$ cat src/sv/b2r_pkg.sv
`default_nettype none

package b2r_pkg;

    localparam int SymbolCount = 13;
    localparam logic [3:0] SymTop = 4'd12;
    localparam logic [3:0] SymBottom = 4'd0;
    localparam int LengthCap = 64;
    localparam int QueueDepthDefault = 2;

    // register byte addresses
    localparam logic [2:0] AddrMaxLength = 3'd0;
    localparam logic [6:0] MaxLengthReset = 7'd64;

    localparam logic [7:0] CharNul = 8'h00;

    typedef struct packed {
        logic [15:0] value;
        logic [5:0]  lim_m1;   // limit minus one: letters allowed before the cut
    } queue_entry_t;

    typedef enum logic {
        BK_IDLE,
        BK_RUN
    } back_state_t;

    function automatic logic [15:0] sym_weight(input logic [3:0] idx);
        logic [15:0] w;
        unique case (idx)
            4'd0:    w = 16'd1;
            4'd1:    w = 16'd4;
            4'd2:    w = 16'd5;
            4'd3:    w = 16'd9;
            4'd4:    w = 16'd10;
            4'd5:    w = 16'd40;
            4'd6:    w = 16'd50;
            4'd7:    w = 16'd90;
            4'd8:    w = 16'd100;
            4'd9:    w = 16'd400;
            4'd10:   w = 16'd500;
            4'd11:   w = 16'd900;
            4'd12:   w = 16'd1000;
            default: w = 16'd1;
        endcase
        return w;
    endfunction

    function automatic logic [7:0] sym_first(input logic [3:0] idx);
        logic [7:0] c;
        unique case (idx)
            4'd0, 4'd1, 4'd3:          c = "I";
            4'd2:                      c = "V";
            4'd4, 4'd5, 4'd7:          c = "X";
            4'd6:                      c = "L";
            4'd8, 4'd9, 4'd11:         c = "C";
            4'd10:                     c = "D";
            4'd12:                     c = "M";
            default:                   c = "I";
        endcase
        return c;
    endfunction

    // zero for single-letter symbols
    function automatic logic [7:0] sym_second(input logic [3:0] idx);
        logic [7:0] c;
        unique case (idx)
            4'd1:    c = "V";
            4'd3:    c = "X";
            4'd5:    c = "L";
            4'd7:    c = "C";
            4'd9:    c = "D";
            4'd11:   c = "M";
            default: c = CharNul;
        endcase
        return c;
    endfunction

endpackage

`default_nettype wire

$ cat src/sv/binary_to_roman_encoder.sv
`default_nettype none

// channel   dir  payload
// s_axis    in   tdata[15:0] value
// m_axis    out  tdata[7:0] char_code, tuser truncated, tlast last
// apb       in   reg 0 at 0x0: max_length[6:0]
//
// an item is loaded from the queue in the idle state; then each emitted letter and
// each table entry passed over takes a step of the single symbol-compare sequencer,
// which finishes one value before it takes the next one from the queue.
// a queue of queue_depth values lets input run ahead of the sequencer.
// reset is synchronous, active low; the queue empties and max_length reads 64.
// a stalled result holds in the output register and pauses the sequencer.
module binary_to_roman_encoder #(
    parameter int queue_depth = b2r_pkg::QueueDepthDefault
) (
    input  wire logic        aclk,
    input  wire logic        aresetn,
    input  wire logic        psel,
    input  wire logic        penable,
    input  wire logic        pwrite,
    input  wire logic [2:0]  paddr,
    input  wire logic [31:0] pwdata,
    output logic      [31:0] prdata,
    output logic             pready,
    input  wire logic        s_tvalid,
    output logic             s_tready,
    input  wire logic [15:0] s_tdata,   // [15:0] value
    output logic             m_tvalid,
    input  wire logic        m_tready,
    output logic [7:0]       m_tdata,   // [7:0] char_code
    output logic             m_tuser,   // [0] truncated
    output logic             m_tlast
);

    b2r_pkg::queue_entry_t push_entry;
    b2r_pkg::queue_entry_t head;
    logic                  q_full;
    logic                  q_push;
    logic                  q_pop;
    logic                  q_not_empty;

    assign pready = 1'b1;

    b2r_front u_front (
        .aclk     (aclk),
        .aresetn  (aresetn),
        .psel     (psel),
        .penable  (penable),
        .pwrite   (pwrite),
        .paddr    (paddr),
        .pwdata   (pwdata),
        .prdata   (prdata),
        .s_tvalid (s_tvalid),
        .s_tready (s_tready),
        .s_value  (s_tdata),
        .q_full   (q_full),
        .q_push   (q_push),
        .q_entry  (push_entry)
    );

    b2r_queue #(
        .Depth (queue_depth)
    ) u_queue (
        .aclk       (aclk),
        .aresetn    (aresetn),
        .push       (q_push),
        .push_entry (push_entry),
        .full       (q_full),
        .pop        (q_pop),
        .not_empty  (q_not_empty),
        .head       (head)
    );

    b2r_back u_back (
        .aclk        (aclk),
        .aresetn     (aresetn),
        .q_not_empty (q_not_empty),
        .q_head      (head),
        .q_pop       (q_pop),
        .m_tvalid    (m_tvalid),
        .m_tready    (m_tready),
        .m_tdata     (m_tdata),
        .m_tuser     (m_tuser),
        .m_tlast     (m_tlast)
    );

`ifndef SYNTHESIS
    // the cut flag only rides on the terminator
    a_cut_on_last: assert property (@(posedge aclk) disable iff (!aresetn)
        m_tvalid && m_tuser |-> m_tlast)
        else $error("truncated set on a letter transaction");

    // terminator is nul, letters never are
    a_nul_iff_last: assert property (@(posedge aclk) disable iff (!aresetn)
        m_tvalid |-> ((m_tdata == b2r_pkg::CharNul) == m_tlast))
        else $error("nul and last disagree");

    // a full queue never takes a push
    a_no_overflow: assert property (@(posedge aclk) disable iff (!aresetn)
        q_full |-> !q_push)
        else $error("queue overflow");
`endif

endmodule

`default_nettype wire

$ cat src/sv/b2r_front.sv
`default_nettype none

module b2r_front (
    input  wire logic                  aclk,
    input  wire logic                  aresetn,
    input  wire logic                  psel,
    input  wire logic                  penable,
    input  wire logic                  pwrite,
    input  wire logic [2:0]            paddr,
    input  wire logic [31:0]           pwdata,
    output logic      [31:0]           prdata,
    input  wire logic                  s_tvalid,
    output logic                       s_tready,
    input  wire logic [15:0]           s_value,
    input  wire logic                  q_full,
    output logic                       q_push,
    output b2r_pkg::queue_entry_t      q_entry
);

    logic [6:0] max_length_reg;
    logic [6:0] max_length_next;

    always_comb begin
        max_length_next = max_length_reg;
        if (psel && penable && pwrite && (paddr == b2r_pkg::AddrMaxLength)) begin
            max_length_next = pwdata[6:0];
        end
    end

    always_ff @(posedge aclk) begin
        if (!aresetn) begin
            max_length_reg <= b2r_pkg::MaxLengthReset;
        end else begin
            max_length_reg <= max_length_next;
        end
    end

    assign prdata = (paddr == b2r_pkg::AddrMaxLength) ? {25'd0, max_length_reg} : 32'd0;

    // zero acts as one, anything above the cap acts as the cap
    always_comb begin
        q_entry.value = s_value;
        if (max_length_reg == 7'd0) begin
            q_entry.lim_m1 = 6'd0;
        end else if (max_length_reg > 7'(b2r_pkg::LengthCap)) begin
            q_entry.lim_m1 = 6'(b2r_pkg::LengthCap - 1);
        end else begin
            q_entry.lim_m1 = 6'(max_length_reg - 7'd1);
        end
    end

    assign s_tready = !q_full;
    assign q_push   = s_tvalid && !q_full;

endmodule

`default_nettype wire

$ cat src/sv/b2r_queue.sv
`default_nettype none

module b2r_queue #(
    parameter int Depth = b2r_pkg::QueueDepthDefault
) (
    input  wire logic                  aclk,
    input  wire logic                  aresetn,
    input  wire logic                  push,
    input  wire b2r_pkg::queue_entry_t push_entry,
    output logic                       full,
    input  wire logic                  pop,
    output logic                       not_empty,
    output b2r_pkg::queue_entry_t      head
);

    localparam int AddrW = (Depth > 1) ? $clog2(Depth) : 1;
    localparam int CountW = $clog2(Depth + 1);

    b2r_pkg::queue_entry_t slot_reg [Depth];
    logic [AddrW-1:0]  wr_ptr_reg, wr_ptr_next;
    logic [AddrW-1:0]  rd_ptr_reg, rd_ptr_next;
    logic [CountW-1:0] count_reg, count_next;

    assign full      = (count_reg == CountW'(Depth));
    assign not_empty = (count_reg != '0);
    assign head      = slot_reg[rd_ptr_reg];

    always_comb begin
        wr_ptr_next = wr_ptr_reg;
        rd_ptr_next = rd_ptr_reg;
        count_next  = count_reg;
        if (push) begin
            wr_ptr_next = (wr_ptr_reg == AddrW'(Depth - 1)) ? '0 : wr_ptr_reg + AddrW'(1);
        end
        if (pop) begin
            rd_ptr_next = (rd_ptr_reg == AddrW'(Depth - 1)) ? '0 : rd_ptr_reg + AddrW'(1);
        end
        if (push && !pop) begin
            count_next = count_reg + CountW'(1);
        end else if (pop && !push) begin
            count_next = count_reg - CountW'(1);
        end
    end

    always_ff @(posedge aclk) begin
        if (!aresetn) begin
            wr_ptr_reg <= '0;
            rd_ptr_reg <= '0;
            count_reg  <= '0;
        end else begin
            wr_ptr_reg <= wr_ptr_next;
            rd_ptr_reg <= rd_ptr_next;
            count_reg  <= count_next;
        end
    end

    always_ff @(posedge aclk) begin
        if (push) begin
            slot_reg[wr_ptr_reg] <= push_entry;
        end
    end

endmodule

`default_nettype wire

$ cat src/sv/b2r_back.sv
`default_nettype none

module b2r_back (
    input  wire logic                  aclk,
    input  wire logic                  aresetn,
    input  wire logic                  q_not_empty,
    input  wire b2r_pkg::queue_entry_t q_head,
    output logic                       q_pop,
    output logic                       m_tvalid,
    input  wire logic                  m_tready,
    output logic [7:0]                 m_tdata,
    output logic                       m_tuser,
    output logic                       m_tlast
);

    b2r_pkg::back_state_t state_reg, state_next;

    logic [15:0] rem_reg, rem_next;
    logic [5:0]  pos_reg, pos_next;
    logic [5:0]  lim_m1_reg, lim_m1_next;
    logic [3:0]  idx_reg, idx_next;
    logic        sec_reg, sec_next;

    logic        out_valid_reg, out_valid_next;
    logic [7:0]  out_char_reg, out_char_next;
    logic        out_cut_reg, out_cut_next;
    logic        out_last_reg, out_last_next;

    logic        adv;
    logic        hit;
    logic        at_limit;
    logic        done;
    logic [15:0] weight;
    logic [7:0]  second;

    assign adv      = !out_valid_reg || m_tready;
    assign weight   = b2r_pkg::sym_weight(idx_reg);
    assign second   = b2r_pkg::sym_second(idx_reg);
    assign hit      = (rem_reg >= weight);
    assign at_limit = (pos_reg == lim_m1_reg);
    // terminator goes out on a cut, or once the lowest symbol no longer fits
    assign done     = adv && ((hit && at_limit) || (!hit && idx_reg == b2r_pkg::SymBottom));

    assign q_pop = (state_reg == b2r_pkg::BK_IDLE) && q_not_empty;

    always_comb begin
        state_next = state_reg;
        unique case (state_reg)
            b2r_pkg::BK_IDLE: begin
                if (q_not_empty) begin
                    state_next = b2r_pkg::BK_RUN;
                end
            end
            b2r_pkg::BK_RUN: begin
                if (done) begin
                    state_next = b2r_pkg::BK_IDLE;
                end
            end
            default: state_next = b2r_pkg::BK_IDLE;
        endcase
    end

    always_comb begin
        rem_next       = rem_reg;
        pos_next       = pos_reg;
        lim_m1_next    = lim_m1_reg;
        idx_next       = idx_reg;
        sec_next       = sec_reg;
        out_valid_next = out_valid_reg && !m_tready;
        out_char_next  = out_char_reg;
        out_cut_next   = out_cut_reg;
        out_last_next  = out_last_reg;
        unique case (state_reg)
            b2r_pkg::BK_IDLE: begin
                if (q_not_empty) begin
                    rem_next    = q_head.value;
                    lim_m1_next = q_head.lim_m1;
                    pos_next    = '0;
                    idx_next    = b2r_pkg::SymTop;
                    sec_next    = 1'b0;
                end
            end
            b2r_pkg::BK_RUN: begin
                if (adv) begin
                    if (done) begin
                        out_valid_next = 1'b1;
                        out_char_next  = b2r_pkg::CharNul;
                        out_cut_next   = hit;
                        out_last_next  = 1'b1;
                    end else if (hit) begin
                        out_valid_next = 1'b1;
                        out_char_next  = sec_reg ? second : b2r_pkg::sym_first(idx_reg);
                        out_cut_next   = 1'b0;
                        out_last_next  = 1'b0;
                        pos_next       = pos_reg + 6'd1;
                        if (second != b2r_pkg::CharNul && !sec_reg) begin
                            sec_next = 1'b1;
                        end else begin
                            sec_next = 1'b0;
                            rem_next = rem_reg - weight;
                        end
                    end else begin
                        idx_next = idx_reg - 4'd1;
                    end
                end
            end
            default: ;
        endcase
    end

    always_ff @(posedge aclk) begin
        if (!aresetn) begin
            state_reg     <= b2r_pkg::BK_IDLE;
            out_valid_reg <= 1'b0;
        end else begin
            state_reg     <= state_next;
            out_valid_reg <= out_valid_next;
        end
    end

    always_ff @(posedge aclk) begin
        rem_reg      <= rem_next;
        pos_reg      <= pos_next;
        lim_m1_reg   <= lim_m1_next;
        idx_reg      <= idx_next;
        sec_reg      <= sec_next;
        out_char_reg <= out_char_next;
        out_cut_reg  <= out_cut_next;
        out_last_reg <= out_last_next;
    end

    assign m_tvalid = out_valid_reg;
    assign m_tdata  = out_char_reg;
    assign m_tuser  = out_cut_reg;
    assign m_tlast  = out_last_reg;

endmodule

`default_nettype wire

$ cat config.mk
export PLATFORM = sky130hd
export DESIGN_NAME = binary_to_roman_encoder
export DESIGN_NICKNAME = d
export VERILOG_FILES = /design/src/sv/b2r_pkg.sv /design/src/sv/binary_to_roman_encoder.sv /design/src/sv/b2r_front.sv /design/src/sv/b2r_queue.sv /design/src/sv/b2r_back.sv
export SDC_FILE = /design/constraint.sdc
export NUM_CORES = 1
export LEC_CHECK = 0
export BUFFER_PORTS_ARGS = -buffer_cell sky130_fd_sc_hd__buf_2
export CORE_UTILIZATION = 30
export DETAILED_ROUTE_END_ITERATION = 8
export SLEW_MARGIN = 25
export SYNTH_ARGS = -nofsm -noshare
export SYNTH_HDL_FRONTEND = slang
export SYNTH_SLANG_ARGS = --single-unit
$ cat constraint.sdc
create_clock -name aclk -period 9.8 [get_ports aclk]
set_input_delay 0.98 -clock aclk [delete_from_list [all_inputs] [get_ports aclk]]
set_output_delay 0.98 -clock aclk [all_outputs]
set_load 0.03 [all_outputs]
==> metrics.yaml <==
clocking:
  hold_buffers: 0
  post_cts_buffers: 0
  path_clk_slew_ps: 50
  cts_buffers: 17
  cts_tree: "done"
  cts_sinks: 113
  cts-root-buf: "clkbuf_16"
  postCtsResizedCells: 0
  clk_path_buf_depth: 2
  clk_latency_ps: 410
  htreeDepth: 4
status:
  status: "finished, final reports clean"
timing:
  hold_viol: 0
  setup_viol: 0
  min_period_over_period_pct: 35.1
  period_needed_ps: 3440
  worst_pin_slew_ps: 843
  slew_violations: 0
  rsz0062_at_grt: "no"
  max_freq_mhz: 291
  setup_tns_ps: 0
  slew_headroom_pct: 42.2
  fin_skew_ps: 6.42
finish:
  layout-drive-gt1-share_pct: 17.8
  post-route-util_pct: 35.6
  antenna-diode-count: 0
  synthToLayoutAreaGrowth_pct: 16.4
  nNetsFinal: 630
  largest_reg_flops: 44
  nFillCells: 1849
routing:
  postRouteAntennaNets: 0
  avgViaCountPerCell: 4.61
  drc: 0
  dr.pass1.iters: 4
  routed_wl_microns: 10300
  drt_iter0_drc: 147
  wl_per_cell_microns: 13.0
  vias: 3665
synth:
  synth.distinct_cells: 54
  synth_common_cells: "85 x edfxtp_1, 32 x nor2_1, 28 x buf_4, 28 x dfxtp_1, 28 x nand2_1"
  synthTopCellsByArea: "edfxtp_1 45%, dfxtp_1 9.8%, ha_1 5.0%"
  syn_area_per_cell_sq_um: 11.6
  synthFlopType: "edfxtp_1"
  synth_edf_count: 85
  yosysWarningCount: 0
  ys_seq_area_share_pct: 54.4
  netlist_instances: 495
  ys_async_sr_fraction_pct: 0
  post-synth-top-count-cell: "edfxtp_1"
  yosys_register_bits: 113
  synth_top_cell_area_share_pct: 44.6
  synth_top_area_cell: "edfxtp_1"
  synth_area_sq_um: 5730
setup_path:
  critPathLaunchType: "flip-flop"
  cp_max_fo: 8
  crit_type: "flip-flop to flip-flop"
  cp_data_required_time_ps: 10130
  crit_path_end_kind: "flip-flop"
  crit_arrival_ps: 3770
floorplanning:
  die_y_microns: 140
  dieArea_sq_um: 19600
  start_util_pct: 30.6
  rows: 50
  core_sq_um: 18700
  io_pins: 103
  die_w_microns: 140
global_routing:
  grt_max_degree: 40
  grt_overflow_total: 0
  grt_pass1_vias: 3542
  track_usage_pct: 11.3
  grt_pass1_wl_microns: 17100
  antenna_found_initial: 0
place:
  portBuffers: 49
  dp_hpwl_microns: 7460
  gp_congestion: 0.886
power:
  seq_power_share_pct: 34.8
  internal_power_mw: 1.42
  p_leak_nw: 2.49
  power_density_nw_per_um2: 338
  power_switching_share_pct: 36.9
  p_comb_share_pct: 39.6
  switching_power_mw: 0.830
  clockPowerShare_pct: 25.6
  ir_drop_mv: 0.149
worst_hold_path:
  hold_path_class: "flip-flop to flip-flop"
job:
  max_cap_violations: 0
[metal layers]
layer  global-route usage, %  vias up  share of wire (%)
li1                        -     1824                  -
met1                    13.6     1709                 45
met2                    18.4      119                 48
met3                    2.97       13                4.5
met4                    6.07        0                1.8
met5                       0        -                  0
[final timing paths]
kind                                    start                    endpoint  slack (ps)  cells past startpoint
hold / removal     u_back.m_tvalid$_SDFF_PN0_  u_back.m_tvalid$_SDFF_PN0_         520                      2
setup / recovery  u_back.rem_reg[0]$_DFFE_PP_    u_back.weight[0]$_DFF_P_        6360                     12
hold reg to reg    u_back.m_tvalid$_SDFF_PN0_  u_back.m_tvalid$_SDFF_PN0_         520                      2
setup reg to reg  u_back.rem_reg[0]$_DFFE_PP_    u_back.weight[0]$_DFF_P_        6360                     12
[kinds of logic (layout without fill, tap and decap cells)]
family / Yosys count / count (layout) / share of synthesized area (%)
XOR/XNOR: 31 / 31 / 4.74
AND/OR/NAND/NOR: 140 / 140 / 12.5
flip-flops: 113 / 113 / 54.4
adder cells (fa/ha/maj): 30 / 30 / 6.42
other: 2 / 28 / 0.131
buffers and inverters: 68 / 108 / 6.60
AO/OA/AOI/OAI: 75 / 75 / 8.63
multiplexers: 36 / 36 / 6.64
[worst max-delay path: stages (launching register included)]
cell and delay (ps):
edfxtp_1 310, inv_1 40, ha_1 200, fa_1 380, nand2b_1 210, a211oi_2 320, o41ai_2 190, and3_1 320
a21oi_1 540, inv_1 150, ha_1 240, or3_1 360, o21ai_0 80
[power by group through the flow]
| stage | combinational (mW) | sequential (mW) | clock, mW |
|---|---|---|---|
| after global placement | 0.865 | 0.789 | 0 |
| final | 0.891 | 0.785 | 0.577 |
| after CTS | 0.896 | 0.786 | 0.588 |
| after global routing | 0.998 | 0.801 | 0.609 |
| after floorplan | 0.681 | 0.790 | 0 |
| after detailed placement | 0.890 | 0.793 | 0 |
[cells in the final DEF (no fill, tap or decap), types with 5 or more instances in the layout]
cell type and count:
dfxtp_1 28, nand2b_1 11, a21oi_1 18, xnor2_1 20, nand2_1 28, and2_1 12, mux2_2 8, maj3_1 6
conb_1 28, mux2i_1 26, inv_1 23, nor2_1 31, clkbuf_16 17, xor2_1 11, nand4_1 5, a211oi_1 8
buf_2 49, nor3_1 13, edfxtp_1 85, o21ai_0 19, nor2b_1 15, nand3_1 8, ha_1 23
[cell type report]
| cell class | instances | area, sq um | area share, % |
|---|---|---|---|
| Sequential cell | 113 | 3110 | 46.7 |
| Multi-Input combinational cell | 340 | 2340 | 35.1 |
| Clock inverter | 12 | 118 | 1.76 |
| Timing Repair Buffer | 53 | 275 | 4.13 |
| Clock buffer | 20 | 437 | 6.55 |
| Tap cell | 234 | 293 | 4.39 |
| Inverter | 23 | 86.3 | 1.30 |
[metrics by stage]
stage	area [sq um]	worst slack (ps)	total power, mW	hold WS, ps	instances
floorplan	5820	6420	1.47	478	521
global placement	6100	6450	1.65	491	763
detailed placement	6110	6360	1.68	516	763
CTS	6660	6360	2.27	528	795
global route	6660	6140	2.41	566	795
finish	6660	6360	2.25	515	795
Note: power is estimated with default switching activity, not from simulation.
